**src/rtl/core/ddd_pkg.sv**
```systemverilog
// Shared types, constants and calendar tables for the day-difference unit.
// No dependencies; imported by ddd_day_num and date_difference_in_days_unit.
package ddd_pkg;

  localparam int unsigned DAY_W     = 5;
  localparam int unsigned MONTH_W   = 4;
  localparam int unsigned YEAR_W    = 14;
  localparam int unsigned DAYNUM_W  = 22;
  localparam int unsigned DIFF_W    = 23;
  localparam int unsigned QUOT_W    = 8;

  localparam logic [YEAR_W-1:0]  YEAR_MAX     = 14'd9999;
  localparam logic [MONTH_W-1:0] MONTHS       = 4'd12;
  localparam logic [MONTH_W-1:0] MONTH_FEB    = 4'd2;
  // floor(y / 100) = (y * 5243) >> 19 for every 14-bit y
  localparam int unsigned        DIV100_SHIFT = 19;
  localparam logic [12:0]        DIV100_MUL   = 13'd5243;
  localparam int unsigned        PROD_W       = YEAR_W + 13;

  typedef struct packed {
    logic [DAY_W-1:0]   first_day;
    logic [MONTH_W-1:0] first_month;
    logic [YEAR_W-1:0]  first_year;
    logic [DAY_W-1:0]   second_day;
    logic [MONTH_W-1:0] second_month;
    logic [YEAR_W-1:0]  second_year;
  } in_t;

  typedef struct packed {
    logic signed [DIFF_W-1:0] days_between;
    logic                     dates_valid;
  } out_t;

  typedef struct packed {
    logic s1;
    logic s2;
    logic s3;
  } stage_en_t;

  function automatic logic [8:0] days_before(input logic [MONTH_W-1:0] m);
    logic [8:0] r;
    case (m)
      4'd2:    r = 9'd31;
      4'd3:    r = 9'd59;
      4'd4:    r = 9'd90;
      4'd5:    r = 9'd120;
      4'd6:    r = 9'd151;
      4'd7:    r = 9'd181;
      4'd8:    r = 9'd212;
      4'd9:    r = 9'd243;
      4'd10:   r = 9'd273;
      4'd11:   r = 9'd304;
      4'd12:   r = 9'd334;
      default: r = 9'd0;
    endcase
    return r;
  endfunction

  function automatic logic [DAY_W-1:0] month_len(input logic [MONTH_W-1:0] m,
                                                 input logic leap);
    logic [DAY_W-1:0] r;
    case (m)
      4'd1, 4'd3, 4'd5, 4'd7, 4'd8, 4'd10, 4'd12: r = 5'd31;
      4'd4, 4'd6, 4'd9, 4'd11:                    r = 5'd30;
      4'd2:                                       r = leap ? 5'd29 : 5'd28;
      default:                                    r = 5'd0;
    endcase
    return r;
  endfunction

endpackage

```
**src/rtl/core/ddd_day_num.sv**
```systemverilog
// Three-stage pipeline turning one date into a day number from 1/1/1, plus a
// validity flag. Depends on ddd_pkg; stage enables come from the top level.
module ddd_day_num (
  input  logic                           clk_i,
  input  ddd_pkg::stage_en_t             en_i,
  input  logic [ddd_pkg::DAY_W-1:0]      day_i,
  input  logic [ddd_pkg::MONTH_W-1:0]    month_i,
  input  logic [ddd_pkg::YEAR_W-1:0]     year_i,
  output logic [ddd_pkg::DAYNUM_W-1:0]   day_num_o,
  output logic                           ok_o
);
  import ddd_pkg::*;

  // stage 1: divide year by 100, range checks
  logic [PROD_W-1:0]  prod;
  logic [DAY_W-1:0]   d1_q, d2_q;
  logic [MONTH_W-1:0] m1_q, m2_q;
  logic [YEAR_W-1:0]  y1_q, p2_q;
  logic [QUOT_W-1:0]  q1_q, pd2_q;
  logic               rok1_q, leap2_q, ok2_q;

  assign prod = PROD_W'(year_i) * PROD_W'(DIV100_MUL);

  always_ff @(posedge clk_i) begin
    if (en_i.s1) begin
      d1_q   <= day_i;
      m1_q   <= month_i;
      y1_q   <= year_i;
      q1_q   <= prod[DIV100_SHIFT +: QUOT_W];
      rok1_q <= (month_i >= MONTH_W'(1)) && (month_i <= MONTHS) &&
                (year_i >= YEAR_W'(1)) && (year_i <= YEAR_MAX);
    end
  end

  // stage 2: remainder, leap rule, day check, (y-1)/100
  logic [YEAR_W-1:0] rem;
  logic              rem_zero, leap;

  assign rem      = y1_q - YEAR_W'(q1_q) * YEAR_W'(100);
  assign rem_zero = (rem == '0);
  assign leap     = rem_zero ? (q1_q[1:0] == 2'b00) : (y1_q[1:0] == 2'b00);

  always_ff @(posedge clk_i) begin
    if (en_i.s2) begin
      d2_q    <= d1_q;
      m2_q    <= m1_q;
      p2_q    <= y1_q - YEAR_W'(1);
      pd2_q   <= rem_zero ? q1_q - QUOT_W'(1) : q1_q;
      leap2_q <= leap;
      ok2_q   <= rok1_q && (d1_q != '0) && (d1_q <= month_len(m1_q, leap));
    end
  end

  // stage 3: sum up the day number
  logic [DAYNUM_W-1:0] n;
  logic [DAYNUM_W-1:0] num3_q;
  logic                ok3_q;

  assign n = DAYNUM_W'(p2_q) * DAYNUM_W'(365) + DAYNUM_W'(p2_q[YEAR_W-1:2])
           - DAYNUM_W'(pd2_q) + DAYNUM_W'(pd2_q[QUOT_W-1:2])
           + DAYNUM_W'(days_before(m2_q))
           + DAYNUM_W'(leap2_q && (m2_q > MONTH_FEB))
           + DAYNUM_W'(d2_q);

  always_ff @(posedge clk_i) begin
    if (en_i.s3) begin
      num3_q <= n;
      ok3_q  <= ok2_q;
    end
  end

  assign day_num_o = num3_q;
  assign ok_o      = ok3_q;

endmodule

```
**src/rtl/core/date_difference_in_days_unit.sv**
```systemverilog
// Days between two proleptic Gregorian dates: a new pair of dates can be
// taken every cycle unless the input is stalled, and passes through the
// pipeline (divide year by 100, leap rule and day check, day number sum,
// subtract). A stalled output lets the stages behind it fill any empty
// slots before the input is stalled. Depends on ddd_pkg and ddd_day_num.
module date_difference_in_days_unit (
  input  logic          clk_i,
  input  logic          rst_ni,
  input  logic          in_valid_i,
  output logic          in_stall_o,
  input  ddd_pkg::in_t  in_data_i,
  output logic          out_valid_o,
  input  logic          out_stall_i,
  output ddd_pkg::out_t out_data_o
);
  import ddd_pkg::*;

  logic      v1_q, v2_q, v3_q, v4_q;
  logic      en1, en2, en3, en4;
  stage_en_t sen;

  assign en4 = !v4_q || !out_stall_i;
  assign en3 = !v3_q || en4;
  assign en2 = !v2_q || en3;
  assign en1 = !v1_q || en2;
  assign sen = '{s1: en1, s2: en2, s3: en3};
  assign in_stall_o = !en1;

  always_ff @(posedge clk_i or negedge rst_ni) begin
    if (!rst_ni) begin
      v1_q <= 1'b0;
      v2_q <= 1'b0;
      v3_q <= 1'b0;
      v4_q <= 1'b0;
    end else begin
      if (en1) v1_q <= in_valid_i;
      if (en2) v2_q <= v1_q;
      if (en3) v3_q <= v2_q;
      if (en4) v4_q <= v3_q;
    end
  end

  logic [DAYNUM_W-1:0] num_a, num_b;
  logic                ok_a, ok_b;

  ddd_day_num u_first (
    .clk_i     (clk_i),
    .en_i      (sen),
    .day_i     (in_data_i.first_day),
    .month_i   (in_data_i.first_month),
    .year_i    (in_data_i.first_year),
    .day_num_o (num_a),
    .ok_o      (ok_a)
  );

  ddd_day_num u_second (
    .clk_i     (clk_i),
    .en_i      (sen),
    .day_i     (in_data_i.second_day),
    .month_i   (in_data_i.second_month),
    .year_i    (in_data_i.second_year),
    .day_num_o (num_b),
    .ok_o      (ok_b)
  );

  out_t out_d, out_q;

  always_comb begin
    out_d.dates_valid  = ok_a && ok_b;
    out_d.days_between = out_d.dates_valid ?
                         signed'(DIFF_W'(num_b) - DIFF_W'(num_a)) : '0;
  end

  always_ff @(posedge clk_i) begin
    if (en4) out_q <= out_d;
  end

  assign out_valid_o = v4_q;
  assign out_data_o  = out_q;

  a_accept_enters: assert property (@(posedge clk_i) disable iff (!rst_ni)
    (in_valid_i && !in_stall_o) |=> v1_q)
    else $error("accepted beat missing from first stage");

  a_invalid_zero: assert property (@(posedge clk_i) disable iff (!rst_ni)
    (out_valid_o && !out_data_o.dates_valid) |-> (out_data_o.days_between == '0))
    else $error("invalid dates with nonzero day count");

  a_range: assert property (@(posedge clk_i) disable iff (!rst_ni)
    (out_valid_o && out_data_o.dates_valid) |->
      (out_data_o.days_between <= 23'sd3652058 &&
       out_data_o.days_between >= -23'sd3652058))
    else $error("day count out of range");

  a_free_ready: assert property (@(posedge clk_i) disable iff (!rst_ni)
    !out_valid_o |-> !in_stall_o)
    else $error("input stalled with empty output");

endmodule

```
**config.mk**
```make
export PLATFORM = sky130hd
export DESIGN_NAME = date_difference_in_days_unit
export DESIGN_NICKNAME = d
export VERILOG_FILES = /design/src/rtl/core/ddd_pkg.sv /design/src/rtl/core/ddd_day_num.sv /design/src/rtl/core/date_difference_in_days_unit.sv
export SDC_FILE = /design/constraint.sdc
export NUM_CORES = 1
export LEC_CHECK = 0
export BUFFER_PORTS_ARGS = -buffer_cell sky130_fd_sc_hd__clkbuf_2
export CORE_AREA = 2 2 337 339
export CTS_CLUSTER_SIZE = 16
export DETAILED_ROUTE_END_ITERATION = 10
export DIE_AREA = 0 0 339 341
export GPL_TIMING_DRIVEN = 1
export PLACE_DENSITY = 0.36
export REMOVE_ABC_BUFFERS = 1
export SLEW_MARGIN = 20
export SYNTH_ARGS = -nofsm -noshare
export SYNTH_HDL_FRONTEND = slang
export SYNTH_HIERARCHICAL = 1
export SYNTH_SLANG_ARGS = --single-unit
```
**constraint.sdc**
```tcl
create_clock -name clk_i -period 8.2 [get_ports clk_i]
set_input_delay 0.82 -clock clk_i [delete_from_list [all_inputs] [get_ports clk_i]]
set_output_delay 0.82 -clock clk_i [all_outputs]
set_load 0.02 [all_outputs]
```
# Word-level counts from Yosys, hierarchy flattened
# Memories as Yosys holds them, arrays and structs flattened. A register that Yosys moved wholly into a read port is not among the register bits.
# Index checks and enable logic that the tools add are counted.
# Widths: inputs -> output; s select.
# totals
regBits	204
rom_bits	288
inputBits	50
out_inout_bits	26
wordCells	142
n_memories	2
# memory_table
memory	depth	width	rd	rd_clocked_by_memory_dff	wr	line	source
(no name shown)	16	9	1	1	0	ddd_pkg.sv:42	case (m)
(no name shown)	16	9	1	1	0	ddd_pkg.sv:42	
# classes
addsub	19
n_mul	6
magnitude_cmp	12
n_eq_ne	24
muxes	12
n_reduce_logical	35
# op_table
operator	count
$mul 14x13->27 const B	2
$add 22x1->22	2
$add 22x12->22	2
$add 22x5->22	2
$add 22x6->22	2
$add 22x9->22	2
$mul 14x9->22 const B	2
$sub 22x8->22	2
$eq 4x4->1 const B	10
$eq 4x3->1 const B	8
$pmux 5 s3	2
$ge 14x1->1 const B	2
$le 14x14->1 const B	2
$logic_not 14->1	2
$sub 14x1->14 const B	2
$sub 14x14->14	2
$mul 8x5->12 const B	2
$sub 22x22->23	1
$eq 4x2->1 const B	4
$mux 8	2
$sub 8x1->8 const B	2
$reduce_or 7->1	2
$logic_and 1x1->1	13
$le 5x5->1	2
12 further kinds	34

# Depth between registers and ports, before layout
# logic_depth
ltp_word	9
ltp_mapped	26
depth_no_buf	26

# Modules after synthesis
# Netlist, hierarchy kept.
# by_module_without_submodules
mod	instances	cells_each	area_per_inst_um2	seq_area_each_um2
ddd_day_num (u_second)	1	1171	12712.2	2822.7
ddd_day_num (u_first)	1	1152	12672.2	2822.7
date_difference_in_days_unit	1	250	2404.8	820.8

# Least setup slack after synthesis
# Ideal clock, no wire load.
# synth_timing
kind	register -> register
startpoint	register u_first.p2_q[3]
endpoint	register u_first.num3_q[21], in the netlist u_first/day_num_o[21], data pin
setup_ps	272
t_arrival_ps	5541
required_ps	7928
setup_slack_ps	2388
stages_incl_launch_ff	18
path_buffers	0
synth_period_minus_slack_ps	5812
path_cell_list	edfxtp_1 > fa_1 > fa_1 > ha_1 > fa_1 > fa_1 > inv_1 > fa_1 > inv_1 > fa_1 > a21o_1 > a21oi_1 > o21bai_1 > o41ai_2 > o211a_1 > nor3_1 > o211a_1 > or4_1
# synth_between
elab_chain_len	7
# synth_lines
element	line	source
from (decl)	ddd_day_num.sv:18	logic [YEAR_W-1:0] y1_q, p2_q;
from (signal assigned)	ddd_day_num.sv:47	p2_q <= y1_q - YEAR_W'(1);
$mul 14x9->22	ddd_day_num.sv:59	assign n = DAYNUM_W'(p2_q) * DAYNUM_W'(365) + DAYNUM_W'(p2_q[YEAR_W-1:2])
$add 22x12->22 (*)	ddd_day_num.sv:59	
$sub 22x8->22 (*)	ddd_day_num.sv:60	- DAYNUM_W'(pd2_q) + DAYNUM_W'(pd2_q[QUOT_W-1:2])
$add 22x6->22 (*)	ddd_day_num.sv:60	
$add 22x9->22 (*)	ddd_day_num.sv:61	+ DAYNUM_W'(days_before(m2_q))
$add 22x1->22 (*)	ddd_day_num.sv:62	+ DAYNUM_W'(leap2_q && (m2_q > MONTH_FEB))
$add 22x5->22 (*)	ddd_day_num.sv:63	+ DAYNUM_W'(d2_q);
net u_first.n[21]	ddd_day_num.sv:55	logic [DAYNUM_W-1:0] n;
to (signal assigned)	ddd_day_num.sv:67	num3_q <= n;
to (decl)	ddd_day_num.sv:56	logic [DAYNUM_W-1:0] num3_q;
# The timed path passes the listed nets; every way through them passes the cells marked *.
# A chain may end at the register's enable or synchronous reset.

# Worst setup path in the final report
# Same ends and word-level chain as after synthesis.

==> impl_results.md <==
* Largest net degree at the start of global routing at 67
* Critical Path AT at 6.62 ns
* Total CTS buffers at 30
* CP endpoint kind: flop
* Clk slew on worst S/H paths at 0.06 ns
* Status: finished, final reports clean
* Fillcell total at 11800
* I/O pins at 76
* Post-synthesis async set-or-reset flop share at 1.80%
* Top FF cell, synth: edfxtp_1
* Mapped cell area at 27800 sq um
* Part of the Yosys area used for sequential elements at 23.3%
* HPWL after DPL at 55400 um
* Post-placement setup slack at 1.88 ns
* CTS sink cnt at 222
* TritonCTS clock tree: yes
* Total vias in the final route at 17400
* Max-Cap Viols at 0
* Layout net count at 3613
* Gr ovfl total at 0
* Design area at 31100 sq um
* Drt pass-1 iters at 5
* Core area at 112000 sq um
* Share of cells above drive strength 1 at 6.78%
* Synth Instances at 2573
* Horiz. Die Dim at 339 um
* First-pass GRT wire length at 107000 um
* Routed wire per std cell at 15.3 um
* Routed Antenna Nets at 0
* Post-CTS repair timing setup buffer count at 0
* Post-Route WL at 64400 um
* Antenna violations before repair at 5
* Final Skew at 0.0193 ns
* Relative slew slack at 34.3%
* Setup ws final at 1.91 ns
* Gp weighted congestion at 0.803
* Post-synth EDFFs at 200
* Critical-path maximum fanout at 7
* Overall Global Routing Usage at 11.5%
* Endpoints failing setup at 0
* Die area at 116000 sq um
* RSZ-0062 raised after global routing: no
* CTS max path bufs at 3
* Fin Setup TNS at 0 ns
* Hold Crit Class: in -> reg
* CTS root buf: clkbuf_16
* H-tree levels at 1
* Fin crit share at 76.8%
* Crit path time final at 6.29 ns
* Req. time, crit path at 8.52 ns
* Vias in the first global route at 19400
* Maximum clock rate at 159 MHz
* DR iter-0 viols at 629
* Mapped Avg Cell Area at 10.8 sq um
* Effective utilization at floorplan at 24.8%
* Final hold violation count at 0
* Chip height at 341 um
* Cell variety after synth at 86
* Final max-slew violation count at 0
* Crit start category: flop
* Row count at 123
* CTS resizes at 0
* Layout area overhead at 11.8%
* DR vias/cell at 4.14
* Worst Max-Slew Pin Slew at 0.976 ns
* Placed Area at 30000 sq um
* Hold buffers post-CTS at 1
* Clock latency at the later pin of the worst-skew pair at 0.59 ns
* Number of port buffers at 75
* DR DRC count at 0
* Seq cells post-synth at 222
* Synth warn at 6
* Critical path type: reg -> reg
-- cells in the final DEF (no fill, tap or decap), drive strengths merged, types with 13 or more instances in the layout --
master and n:
a21o 28, a21oi 103, and3 18, clkbuf 112
clkinv 13, dfxtp 18, edfxtp 200, fa 317
ha 570, inv 599, nand2 105, nand2b 18
nand3 45, nand4 15, nor2 88, nor3 41
o211ai 27, o21a 14, o21ai 59, or3 14
xnor2 76, xor2 51
-- worst max-delay path, cell delays in order (launching register included) --
cell,delay [ns]
edfxtp_1,0.54
fa_1,0.60
fa_1,0.43
ha_1,0.32
fa_1,0.39
fa_1,0.51
inv_1,0.05
fa_1,0.53
inv_1,0.07
fa_1,0.46
a21o_1,0.18
a21oi_1,0.23
o21bai_1,0.13
o41ai_2,0.45
o211a_1,0.33
nor3_1,0.09
o211a_1,0.21
or4_1,0.50
-- area by class of cell --
type | count | area (sq um) | share of cell area (%)
antenna | 1 | 2.50 | 0.00806
clock buffer | 37 | 828 | 2.67
clock inverter | 19 | 194 | 0.624
inverter | 598 | 2240 | 7.23
multi-input combinational | 1744 | 19000 | 61.3
sequential | 222 | 6470 | 20.8
tap | 1500 | 1880 | 6.04
timing repair buffer | 80 | 415 | 1.34
-- per-layer routing --
| layer | GRT usage, % | share of wire, % | vias up | routed length, um |
|---|---|---|---|---|
| li1 | - | - | 8727 | - |
| met1 | 16.1 | 50 | 8405 | 31900 |
| met2 | 19.1 | 46 | 179 | 29300 |
| met3 | 1.44 | 3.5 | 58 | 2230 |
| met4 | 2.10 | 1.4 | 8 | 909 |
| met5 | 0 | 0.071 | - | 46 |
-- Yosys cell counts, drive strengths merged, types with 27 or more instances --
| master | n | share of area [%] |
|---|---|---|
| o21ai | 59 | 1.2 |
| nand2 | 105 | 1.4 |
| inv | 597 | 8.1 |
| a21oi | 103 | 2.1 |
| nand3 | 45 | 0.81 |
| edfxtp | 200 | 22 |
| nor2 | 88 | 1.2 |
| nor3 | 41 | 0.74 |
| xnor2 | 76 | 2.4 |
| fa | 317 | 23 |
| xor2 | 51 | 1.6 |
| o211ai | 27 | 0.80 |
| ha | 570 | 26 |
| a21o | 28 | 0.76 |
-- per-stage QoR --
step	cells	utilization, %	hold WS (ns)
after floorplan	2564	-	0.400
after global placement	4143	26.8	0.447
after detailed placement	4143	26.8	0.449
after CTS	4200	27.8	0.350
after global routing	4201	27.8	0.358
final	4201	27.8	0.403
-- path summary, 6_finish.rpt --
kind	startpoint	end	slack, ns	cells after the start
max in group asynchronous	rst_ni	v2_q	7.48	2
worst min-delay path	in_data_i[44]	u_first/d1_q[3]	0.40	1
worst min register to register	v3_q	out_valid_o	0.47	1
worst max-delay path	u_first/p2_q[3]	u_first/day_num_o[21]	1.91	17
min in group asynchronous	rst_ni	out_valid_o	0.58	2
worst max register to register	u_first/p2_q[3]	u_first/day_num_o[21]	1.91	17
-- kinds of logic (layout without fill, tap and decap cells) --
kind of cell    after synthesis  in the layout  synth area share (%)
other cells                   0              1                     0
mux                          17             17                 0.666
compound gates              316            316                  7.98
simple gates                395            395                  7.09
flops                       222            222                  23.3
buf+inv                     607            734                  8.33
xor+xnor                    129            129                  4.16
fa+ha+maj                   887            887                  48.5
-- registers in the layout, summed over array words and instances, names as in the netlist, 4 cells and up, named ones only --
signal	flops
u_second/y1_q	14
out_data_o	24
u_second/day_num_o	22
u_first/m1_q	4
u_second/q1_q	8
u_first/q1_q	8
u_first/d2_q	5
u_first/pd2_q	8
u_second/d2_q	5
u_second/m2_q	4
u_first/d1_q	5
u_first/day_num_o	22
u_first/m2_q	4
u_second/pd2_q	8
u_second/m1_q	4
u_first/p2_q	14
u_second/d1_q	5
u_second/p2_q	14
u_first/y1_q	14
Power is left out: the tool's default activity adds up to more than one toggle a clock period on the data nets, which glitch-free logic cannot reach.
